**src/rtl/core/ksp_pkg.sv**
```systemverilog
`default_nettype none

package ksp_pkg;

	localparam int VALUE_W = 32;
	localparam int PAIR_W  = 16;
	localparam int ADDR_W  = 3;
	localparam int DATA_W  = 32;

	// word index of the target register (paddr[2])
	localparam logic REG_TARGET = 1'b0;

	typedef struct packed {
		logic signed [VALUE_W-1:0] value;
		logic                      last_of_set;
	} item_t;

	typedef struct packed {
		logic              matched;
		logic [PAIR_W-1:0] pair_count;
		logic              table_full;
		logic              set_done;
	} result_t;

	// what the scan found so far
	typedef struct packed {
		logic hit;
		logic same;
		logic spare;
	} scan_t;

	typedef enum logic [1:0] {
		ST_IDLE,
		ST_SCAN,
		ST_COMMIT
	} state_t;

endpackage

`default_nettype wire

```
**src/rtl/core/k_sum_pair_counter_core.sv**
```systemverilog
// channel   | handshake                   | payload
// ----------+-----------------------------+--------------------------------
// item      | item_valid / item_ready     | item   (value, last_of_set)
// result    | result_valid / result_ready | result (matched, pair_count, ...)
// config    | psel penable pwrite pready  | paddr, pwdata, prdata
//
// The result is registered after the item is accepted and its scan is done. The scan reads
// fill table entries, fill being the number in use (at most TABLE_ENTRIES): one entry of
// the table memory is read per cycle through the single read port, the last word is compared
// in the next cycle, then the sequencer enters commit, which commits the update.
// item_ready is low while an item is in the scan and rises the cycle after commit, so
// a new item is taken only once the last one is committed; commit waits for the result
// register to be free. Reset empties the table (fill count) and clears the count.
`default_nettype none

module k_sum_pair_counter_core #(
	parameter int TABLE_ENTRIES = 64,
	parameter int COUNT_WIDTH   = 16
) (
	input  wire logic                        clk,
	input  wire logic                        arst_n,
	input  wire logic                        item_valid,
	output logic                             item_ready,
	input  wire ksp_pkg::item_t              item,
	output logic                             result_valid,
	input  wire logic                        result_ready,
	output ksp_pkg::result_t                 result,
	input  wire logic                        psel,
	input  wire logic                        penable,
	input  wire logic                        pwrite,
	input  wire logic [ksp_pkg::ADDR_W-1:0]  paddr,
	input  wire logic [ksp_pkg::DATA_W-1:0]  pwdata,
	output logic      [ksp_pkg::DATA_W-1:0]  prdata,
	output logic                             pready
);

	import ksp_pkg::*;

	localparam int IDX_W  = (TABLE_ENTRIES > 1) ? $clog2(TABLE_ENTRIES) : 1;
	localparam int FILL_W = $clog2(TABLE_ENTRIES + 1);
	localparam int WORD_W = VALUE_W + COUNT_WIDTH;
	localparam logic [FILL_W-1:0]      FILL_MAX = FILL_W'(TABLE_ENTRIES);
	localparam logic [COUNT_WIDTH-1:0] CNT_MAX  = {COUNT_WIDTH{1'b1}};
	localparam logic [COUNT_WIDTH-1:0] CNT_ONE  = COUNT_WIDTH'(1);

	state_t state_q, next_state;

	logic [VALUE_W-1:0]     target_q;
	logic [VALUE_W-1:0]     value_q;
	logic [VALUE_W:0]       diff_q;
	logic                   last_q;
	logic [FILL_W-1:0]      fill_q;
	logic [FILL_W-1:0]      scan_idx_q;
	logic [PAIR_W-1:0]      pairs_q;
	logic                   rd_vld_s1;
	logic [IDX_W-1:0]       rd_idx_s1;
	logic                   result_valid_q;
	result_t                result_q;

	logic                   accept, rd_en, commit;
	logic [WORD_W-1:0]      rd_word;
	logic                   wr_en;
	logic [IDX_W-1:0]       wr_idx;
	logic [COUNT_WIDTH-1:0] wr_cnt;
	logic [VALUE_W-1:0]     wr_key;
	logic                   grow;
	logic                   full;
	logic [PAIR_W-1:0]      pairs_nxt;

	scan_t                  found;
	logic [IDX_W-1:0]       hit_idx, same_idx, spare_idx;
	logic [COUNT_WIDTH-1:0] hit_cnt, same_cnt;

	// configuration port
	assign pready = 1'b1;
	assign prdata = (paddr[2] == REG_TARGET) ? target_q : '0;

	always_ff @(posedge clk or negedge arst_n) begin
		if (!arst_n) begin
			target_q <= '0;
		end else if (psel && penable && pwrite && (paddr[2] == REG_TARGET)) begin
			target_q <= pwdata;
		end
	end

	// sequencer
	always_comb begin
		next_state = state_q;
		case (state_q)
			ST_IDLE: begin
				if (accept) next_state = ST_SCAN;
			end
			ST_SCAN: begin
				if (!rd_en && !rd_vld_s1) next_state = ST_COMMIT;
			end
			ST_COMMIT: begin
				if (commit) next_state = ST_IDLE;
			end
			default: next_state = ST_IDLE;
		endcase
	end

	always_comb begin
		item_ready = (state_q == ST_IDLE);
		rd_en      = (state_q == ST_SCAN) && (scan_idx_q < fill_q);
		commit     = (state_q == ST_COMMIT) && (!result_valid_q || result_ready);
	end

	assign accept = item_valid && item_ready;

	always_ff @(posedge clk or negedge arst_n) begin
		if (!arst_n) begin
			state_q    <= ST_IDLE;
			scan_idx_q <= '0;
			rd_vld_s1  <= 1'b0;
		end else begin
			state_q   <= next_state;
			rd_vld_s1 <= rd_en;
			if (accept) begin
				scan_idx_q <= '0;
			end else if (rd_en) begin
				scan_idx_q <= scan_idx_q + FILL_W'(1);
			end
		end
	end

	always_ff @(posedge clk) begin
		if (accept) begin
			value_q <= item.value;
			last_q  <= item.last_of_set;
			diff_q  <= {target_q[VALUE_W-1], target_q} - {item.value[VALUE_W-1], item.value};
		end
		if (rd_en) begin
			rd_idx_s1 <= scan_idx_q[IDX_W-1:0];
		end
	end

	ksp_table #(
		.DEPTH  (TABLE_ENTRIES),
		.IDX_W  (IDX_W),
		.WORD_W (WORD_W)
	) u_table (
		.clk     (clk),
		.rd_en   (rd_en),
		.rd_idx  (scan_idx_q[IDX_W-1:0]),
		.rd_word (rd_word),
		.wr_en   (wr_en),
		.wr_idx  (wr_idx),
		.wr_word ({wr_key, wr_cnt})
	);

	ksp_scan #(
		.IDX_W   (IDX_W),
		.COUNT_W (COUNT_WIDTH)
	) u_scan (
		.clk       (clk),
		.arst_n    (arst_n),
		.start     (accept),
		.ent_vld   (rd_vld_s1),
		.ent_idx   (rd_idx_s1),
		.ent_key   (rd_word[WORD_W-1:COUNT_WIDTH]),
		.ent_cnt   (rd_word[COUNT_WIDTH-1:0]),
		.value     (value_q),
		.diff      (diff_q),
		.found     (found),
		.hit_idx   (hit_idx),
		.hit_cnt   (hit_cnt),
		.same_idx  (same_idx),
		.same_cnt  (same_cnt),
		.spare_idx (spare_idx)
	);

	// update decision; a spent entry below the fill mark beats growing the table
	always_comb begin
		wr_en  = 1'b0;
		wr_idx = spare_idx;
		wr_key = value_q;
		wr_cnt = CNT_ONE;
		grow   = 1'b0;
		full   = 1'b0;
		if (found.hit) begin
			wr_en  = commit;
			wr_idx = hit_idx;
			wr_key = diff_q[VALUE_W-1:0];
			wr_cnt = hit_cnt - CNT_ONE;
		end else if (found.same) begin
			wr_idx = same_idx;
			wr_cnt = same_cnt + CNT_ONE;
			if (same_cnt != CNT_MAX) begin
				wr_en = commit;
			end else begin
				full = 1'b1;
			end
		end else if (found.spare) begin
			wr_en = commit;
		end else if (fill_q < FILL_MAX) begin
			wr_en  = commit;
			wr_idx = fill_q[IDX_W-1:0];
			grow   = 1'b1;
		end else begin
			full = 1'b1;
		end
	end

	assign pairs_nxt = (found.hit && (pairs_q != '1)) ? pairs_q + PAIR_W'(1) : pairs_q;

	always_ff @(posedge clk or negedge arst_n) begin
		if (!arst_n) begin
			fill_q         <= '0;
			pairs_q        <= '0;
			result_valid_q <= 1'b0;
		end else begin
			if (commit) begin
				result_valid_q <= 1'b1;
			end else if (result_ready) begin
				result_valid_q <= 1'b0;
			end
			if (commit) begin
				if (last_q) begin
					fill_q  <= '0;
					pairs_q <= '0;
				end else begin
					pairs_q <= pairs_nxt;
					if (grow) fill_q <= fill_q + FILL_W'(1);
				end
			end
		end
	end

	always_ff @(posedge clk) begin
		if (commit) begin
			result_q.matched    <= found.hit;
			result_q.pair_count <= pairs_nxt;
			result_q.table_full <= full;
			result_q.set_done   <= last_q;
		end
	end

	assign result_valid = result_valid_q;
	assign result       = result_q;

endmodule

`default_nettype wire

```
**src/rtl/core/ksp_table.sv**
```systemverilog
`default_nettype none

module ksp_table #(
	parameter int DEPTH  = 64,
	parameter int IDX_W  = 6,
	parameter int WORD_W = 48
) (
	input  wire logic              clk,
	input  wire logic              rd_en,
	input  wire logic [IDX_W-1:0]  rd_idx,
	output logic      [WORD_W-1:0] rd_word,
	input  wire logic              wr_en,
	input  wire logic [IDX_W-1:0]  wr_idx,
	input  wire logic [WORD_W-1:0] wr_word
);

	logic [WORD_W-1:0] mem [DEPTH];

	always_ff @(posedge clk) begin
		if (wr_en) begin
			mem[wr_idx] <= wr_word;
		end
	end

	always_ff @(posedge clk) begin
		if (rd_en) begin
			rd_word <= mem[rd_idx];
		end
	end

endmodule

`default_nettype wire

```
**src/rtl/core/ksp_scan.sv**
```systemverilog
`default_nettype none

module ksp_scan #(
	parameter int IDX_W   = 6,
	parameter int COUNT_W = 16
) (
	input  wire logic                         clk,
	input  wire logic                         arst_n,
	input  wire logic                         start,
	input  wire logic                         ent_vld,
	input  wire logic [IDX_W-1:0]             ent_idx,
	input  wire logic [ksp_pkg::VALUE_W-1:0]  ent_key,
	input  wire logic [COUNT_W-1:0]           ent_cnt,
	input  wire logic [ksp_pkg::VALUE_W-1:0]  value,
	input  wire logic [ksp_pkg::VALUE_W:0]    diff,
	output ksp_pkg::scan_t                    found,
	output logic      [IDX_W-1:0]             hit_idx,
	output logic      [COUNT_W-1:0]           hit_cnt,
	output logic      [IDX_W-1:0]             same_idx,
	output logic      [COUNT_W-1:0]           same_cnt,
	output logic      [IDX_W-1:0]             spare_idx
);

	import ksp_pkg::*;

	scan_t             found_q;
	logic [VALUE_W:0]  key_ext;
	logic              is_hit, is_same, is_spare;

	// diff is one bit wider, so keys are sign extended before the compare
	assign key_ext  = {ent_key[VALUE_W-1], ent_key};
	assign is_hit   = ent_vld && !found_q.hit && (ent_cnt != '0) && (key_ext == diff);
	assign is_same  = ent_vld && !found_q.same && (ent_key == value);
	assign is_spare = ent_vld && !found_q.spare && (ent_cnt == '0);

	always_ff @(posedge clk or negedge arst_n) begin
		if (!arst_n) begin
			found_q <= '0;
		end else if (start) begin
			found_q <= '0;
		end else begin
			if (is_hit)   found_q.hit   <= 1'b1;
			if (is_same)  found_q.same  <= 1'b1;
			if (is_spare) found_q.spare <= 1'b1;
		end
	end

	always_ff @(posedge clk) begin
		if (is_hit) begin
			hit_idx <= ent_idx;
			hit_cnt <= ent_cnt;
		end
		if (is_same) begin
			same_idx <= ent_idx;
			same_cnt <= ent_cnt;
		end
		if (is_spare) begin
			spare_idx <= ent_idx;
		end
	end

	assign found = found_q;

endmodule

`default_nettype wire

```
**config.mk**
```make
export PLATFORM = sky130hd
export DESIGN_NAME = k_sum_pair_counter_core
export DESIGN_NICKNAME = d
export VERILOG_FILES = /design/src/rtl/core/ksp_pkg.sv /design/src/rtl/core/k_sum_pair_counter_core.sv /design/src/rtl/core/ksp_table.sv /design/src/rtl/core/ksp_scan.sv
export SDC_FILE = /design/constraint.sdc
export NUM_CORES = 2
export LEC_CHECK = 0
export BUFFER_PORTS_ARGS = -buffer_cell sky130_fd_sc_hd__buf_2
export CORE_ASPECT_RATIO = 0.8
export CORE_MARGIN = 4
export CORE_UTILIZATION = 47
export DETAILED_ROUTE_END_ITERATION = 6
export SETUP_SLACK_MARGIN = 0.1
export SYNTH_ARGS = -nofsm -noshare
export SYNTH_HDL_FRONTEND = slang
export SYNTH_SLANG_ARGS = --single-unit
```
**constraint.sdc**
```tcl
create_clock -name clk -period 5.9 [get_ports clk]
set_input_delay 0.885 -clock clk [delete_from_list [all_inputs] [get_ports clk]]
set_output_delay 0.885 -clock clk [all_outputs]
set_load 0.03 [all_outputs]
```
# Yosys cells after proc, flatten, opt, wreduce, memory -nomap -nowiden

Memories as Yosys holds them, arrays and structs flattened. A register that Yosys moved wholly into a read port is not among the register bits.
Cells that the tools add are included.

Register bits: 210
Bits in latches: 0
RAM bits: 3,072
Memory bits (read-only): 0
Bits of input ports: 75
Output and inout bits: 54
Memories: 1

$add $sub $neg: 6
Multipliers: 0
Div/mod/pow operators: 0
Magnitude comparators: 2
Equality and inequality tests: 9
Shift operators: 0
Muxes and demuxes: 39
Bitwise logic cells: 1
Reductions and logical operators: 33

Memories:

| memory      | depth | bits a word | rd ports | clocked after memory_dff | wr ports | RTL line        | source |
|---|---|---|---|---|---|---|---|
| u_table.mem | 64    | 48          | 1        | 1                        | 1        | ksp_table.sv:17 | `logic [WORD_W-1:0] mem [DEPTH];` |

Operators by type and width:

| kind                                                                 | number |
|---|---|
| 16-bit two-way mux                                                   | 4 |
| 32-bit two-way mux                                                   | 2 |
| 33-bit == test                                                       | 1 |
| 32-bit by 32-bit subtractor with 33-bit output                       | 1 |
| 16-bit by 1-bit adder with 16-bit output, second input constant      | 2 |
| 32-bit == test                                                       | 1 |
| 16-bit inequality test, second input constant                        | 2 |
| 7-bit two-way mux                                                    | 4 |
| 6-bit two-way mux                                                    | 4 |
| 1-bit two-way mux                                                    | 20 |
| 16-bit zero test                                                     | 1 |
| 16-bit nonzero test                                                  | 1 |
| 16-bit by 1-bit subtractor with 16-bit output, second input constant | 1 |
| 1-bit logical AND                                                    | 15 |
| 7-bit by 1-bit adder with 7-bit output, second input constant        | 2 |
| 2-bit nonzero test                                                   | 6 |
| 7-bit < comparator                                                   | 1 |
| 7-bit < comparator, second input constant                            | 1 |
| 1-bit zero test                                                      | 6 |
| 2-bit two-way mux                                                    | 3 |
| 2-bit one-hot mux with 3 select lines                                | 1 |
| 2-bit inequality test, second input constant                         | 2 |
| 3-bit two-way mux                                                    | 1 |
| 3-bit AND reduction                                                  | 1 |
| other kinds (7)                                                      | 7 |

# Logic depth before layout (Yosys ltp)

Depth after elaboration: 9
Gate-level depth with buffers: 11
Depth with buffers taken out: 11

# By module

A second synthesis with hierarchy kept.

Cells, all modules: 6,071
Area, all modules: 129,482.9 sq um

Modules (own cells, without submodules):

| module                  | instances | cells each | area each (sq um) | seq. area each (sq um) |
|---|---|---|---|---|
| ksp_table               | 1         | 4,970      | 117,597.8         | 93,689.9 |
| k_sum_pair_counter_core | 1         | 923        | 9,350.2           | 4,384.2 |
| ksp_scan                | 1         | 178        | 2,534.9           | 1,576.5 |

# Least setup slack after synthesis

Ideal clock, no wire load.

Path type: register to register
From: register fill_q[6]
To: memory u_table.mem[13][0], enable pin
Setup time: 454 ps
Arrival: 4,009 ps
Slack: 1,437 ps
Stages on the path, launching flop included: 8
Clock period less this slack: 4,463 ps
Cell sequence: dfrtp_1 > nor2_2 > mux2i_1 > o21ai_0 > o32a_1 > or3_1 > clkbuf_1 > nor2_1

Cells in the longest elaborated chain, start to end: 7
Elaborated cells between the ends (all ways): 11
Classes of those cells: 1 x order compare; 10 x mux

RTL lines:

| element                                 | RTL line                       | source |
|---|---|---|
| from (decl)                             | k_sum_pair_counter_core.sv:52  | `logic [FILL_W-1:0] fill_q;` |
| from (signal assigned)                  | k_sum_pair_counter_core.sv:224 | `if (grow) fill_q <= fill_q + FILL_W'(1);` |
| 7-bit < comparator *                    | k_sum_pair_counter_core.sv:196 | `end else if (fill_q < FILL_MAX) begin` |
| 1-bit two-way mux                       | k_sum_pair_counter_core.sv:196 |  |
| 1-bit two-way mux                       | k_sum_pair_counter_core.sv:194 | `end else if (found.spare) begin` |
| 1-bit two-way mux                       | k_sum_pair_counter_core.sv:186 | `end else if (found.same) begin` |
| 1-bit two-way mux                       | k_sum_pair_counter_core.sv:181 | `if (found.hit) begin` |
| 1-bit two-way mux                       | ksp_table.sv:20                | `if (wr_en) begin` |
| 1-bit two-way mux (implied by the code) | ksp_table.sv:21                | `mem[wr_idx] <= wr_word;` |
| to (decl)                               | ksp_table.sv:17                |  |

Every way passes the cells marked *; elsewhere a longest branch is shown, timed or not.

# Final worst setup path

From: register u_scan.found_q (netlist bit u_scan.found[0])
To: memory u_table.mem[2][33], enable pin

Cells in the longest elaborated chain, start to end: 5
Elaborated cells between the ends (all ways): 8
Classes of those cells: 8 x mux

RTL lines:

| element                                 | RTL line                       | source |
|---|---|---|
| from (decl)                             | ksp_scan.sv:26                 | `scan_t found_q;` |
| 1-bit two-way mux                       | k_sum_pair_counter_core.sv:194 |  |
| 1-bit two-way mux                       | k_sum_pair_counter_core.sv:186 |  |
| 1-bit two-way mux                       | k_sum_pair_counter_core.sv:181 |  |
| 1-bit two-way mux                       | ksp_table.sv:20                |  |
| 1-bit two-way mux (implied by the code) | ksp_table.sv:21                |  |

Several ways; a longest one is shown, not always the timed one.

==> impl_metrics.yaml <==
outcome:
  status: "finished, final reports clean"
logic_synthesis:
  yosysMostFrequentCell: "edfxtp_1"
  syn_inst: 5941
  synth_top_area_share_pct: 75.0
  syn_nets: 6060
  syn_area_mm2: 0.131
  ys_ff_latch: 3330
  seq_area_frac_synth_pct: 76.3
  yosysUniqueCellTypes: 59
  synth_area_leaders: "edfxtp_1, mux4_2, mux2i_1"
  netlist_top_cells_count: "edfxtp_1, mux4_2, mux2i_1"
  ys.flop_type: "edfxtp_1"
  ys_warn_count: 0
  synthArstFlopShare_pct: 2.07
  syn-mean-instance-area_um2: 22.0
  synth_edf_count: 3261
  yosys.area.top_type: "edfxtp_1"
cts:
  htreeDepth: 5
  clk_latency_ns: 0.90
  cts_tree: "yes"
  numCtsBuffers: 331
  clock-root-buffer: "clkbuf_16"
  cts_resized: 0
  clk_pin_slew_ns: 0.06
  post_cts_buffers: 0
  clockBufferDepth: 4
  cts_hold_buffers: 0
  numClockSinks: 3330
final_layout:
  fin_nets: 6428
  nFillCells: 20900
  area_growth_syn_to_layout_pct: 13.2
  drive_above_1_share_pct: 28.3
routing:
  drc_errors: 0
  ant_nets: 0
  wl_per_cell_um: 34.0
  wirelength_um: 348000
  dr.pass1.iters: 5
  via_per_inst: 6.27
  num_vias: 64200
  drt_iter0_markers: 8822
timing:
  worst_hold_slack_ns: 0.172
  fin_skew_ns: 0.0545
  tightest_slew_ns: 1.35
  relSlewSlack_pct: 9.82
  rsz0062_at_grt: "false"
  fin_crit_ns: 4.62
  final-hold-violation-count: 0
  finalSetupViolations: 0
  min_period_over_period_pct: 78.3
  slew_violations: 0
  setup_tns_ns: 0
  fmax_mhz: 216
floorplan:
  initial_utilization_pct: 47.4
  num_io_pins: 129
  dieArea_mm2: 0.286
  core_mm2: 0.275
  die_w_um: 597
  row_count: 172
  fp.dieH_um: 479
placed_design:
  port_buffers: 125
  dp_hpwl_um: 189000
  place_congestion: 0.841
grt:
  grt_pass1_vias: 62700
  overflow: 0
  grt_first_pass_wirelength_um: 488000
  grt_usage_pct: 24.1
  antenna_found_initial: 16
  grt_max_degree: 102
worst_hold_path:
  hold_path.class: "input port to async pin"
critical_path:
  cp_slowest_cell: "nor2_4"
  end_kind: "flop"
  critical_path.max_fanout: 28
  cp_slowest_stage_delay_ns: 0.99
  required_ns: 6.38
  path_cells: "nor2_2 -> mux2i_1 -> o21ai_0 -> o31ai_1 -> nand2_1 -> nor2_4 -> buf_4"
  arrival_ns: 5.10
  path_class: "flop to flop"
  startpoint_type: "flop"
  rr_worst_depth: 7
pwr:
  power_mw: 58.3
  ir_drop_uv: 301
  leakagePower_nw: 45.3
  cellPowerDensity_mw_per_mm2: 395
flow_run:
  maxCapViolations: 0
-- cells by family after synthesis --
group	after synthesis	synth area share, %
flip-flops	3330	76.3
multiplexers	1134	17.1
AND/OR/NAND/NOR	502	1.90
AO/OA/AOI/OAI	418	2.01
buffers and inverters	373	1.30
XOR/XNOR	139	0.932
adder cells (fa/ha/maj)	44	0.427
other	1	0.00287
-- registers in the layout (all words and copies together), names as in the netlist, 2 cells and up --
name / cells
u_scan.same_idx: 6
value_q: 32
rd_idx_s1: 6
result: 19
u_scan.hit_idx: 6
u_table.rd_word: 48
u_scan.hit_cnt: 16
state_q: 2
u_scan.spare_idx: 6
diff_q: 33
target_q: 32
u_table.mem: 3072
scan_idx_q: 7
fill_q: 7
u_scan.same_cnt: 16
pairs_q: 16
u_scan.found: 3
-- worst max-delay path, delay by kind of cell (launching register included) --
kind                   cells  cell delay (ns)
AO/OA/AOI/OAI              2             0.78
buffers and inverters      1             0.82
flip-flops                 1             0.43
multiplexers               1             0.30
AND/OR/NAND/NOR            3             1.79
-- cells in the final DEF, fill, tap and decap left out, types with 14 or more instances in the layout --
cell | Yosys | routed
nand2_1 | 124 | 124
nand2b_1 | 15 | 14
clkinv_1 | 0 | 66
clkbuf_1 | 138 | 59
nor3_1 | 26 | 25
a21oi_1 | 137 | 137
mux2_2 | 81 | 81
mux4_2 | 869 | 869
nor2b_1 | 118 | 118
buf_4 | 34 | 175
ha_1 | 43 | 43
nor2_1 | 122 | 58
dfrtp_1 | 69 | 62
o21ai_4 | 0 | 15
xnor2_1 | 82 | 82
edfxtp_1 | 3261 | 3261
a31oi_1 | 17 | 15
nor4_1 | 17 | 16
buf_2 | 95 | 124
nand4_1 | 26 | 26
xor2_1 | 57 | 57
bufinv_16 | 0 | 27
clkbuf_16 | 0 | 342
nand3_1 | 19 | 19
o21ai_0 | 60 | 45
inv_1 | 67 | 66
and3_1 | 19 | 19
mux2i_1 | 184 | 183
a211oi_1 | 103 | 103
nor2_4 | 0 | 64
clkinv_2 | 0 | 66
o21ai_1 | 20 | 20
buf_12 | 0 | 42
-- per-stage QoR --
stage               cells  util (%)  setup slack (ns)  cell area [um^2]
floorplan            5941         -              1.44            131000
global placement     9630      49.8              1.28            137000
detailed placement   9630      49.8              1.29            137000
CTS                 10200      53.6              1.31            148000
global route        10200      53.6              1.10            148000
finish              10200      53.6              1.28            148000
-- report_power, final --
part / switching (mW) / total, mW / internal [mW] / leakage (nW)
logic: 5.47 / 9.52 / 4.05 / 9.76
clock network: 8.87 / 20.7 / 11.9 / 5.16
registers: 0.627 / 28.1 / 27.4 / 30.4
total: 15.0 / 58.3 / 43.4 / 45.3
-- worst paths after layout --
| check | endpoint | from | slack, ns |
|---|---|---|---|
| hold reg to reg | u_scan.same_idx[1] | rd_idx_s1[1] | 0.48 |
| max in group asynchronous | scan_idx_q[1] | arst_n | 4.95 |
| setup / recovery | u_table.mem[2][33] | u_scan.found[0] | 1.28 |
| setup reg to reg | u_table.mem[2][33] | u_scan.found[0] | 1.28 |
| min in group clk | value_q[29] | item[30] | 0.21 |
| hold / removal | target_q[27] | arst_n | 0.17 |
-- layer usage --
metal	up-vias	global-route usage (%)	share of wire (%)	wire length, um
met4	0	6.30	2.8	9630
met3	497	4.85	9.6	33200
met2	3229	35.3	45	155000
met5	-	0	0	0
met1	34800	37.2	43	150000
li1	25700	-	-	-
-- cell type report --
cell class	count	area, um^2	share of cell area [%]
diodes	7	17.5	0.0119
clock buffers	407	8860	6.00
clock inverters	188	1670	1.13
inverters	67	253	0.171
multi-input cells	2238	29900	20.2
flip-flops and latches	3330	99700	67.5
well taps	3654	4570	3.09
repair buffers	341	2780	1.88
Note: power is estimated with default switching activity, not from simulation.
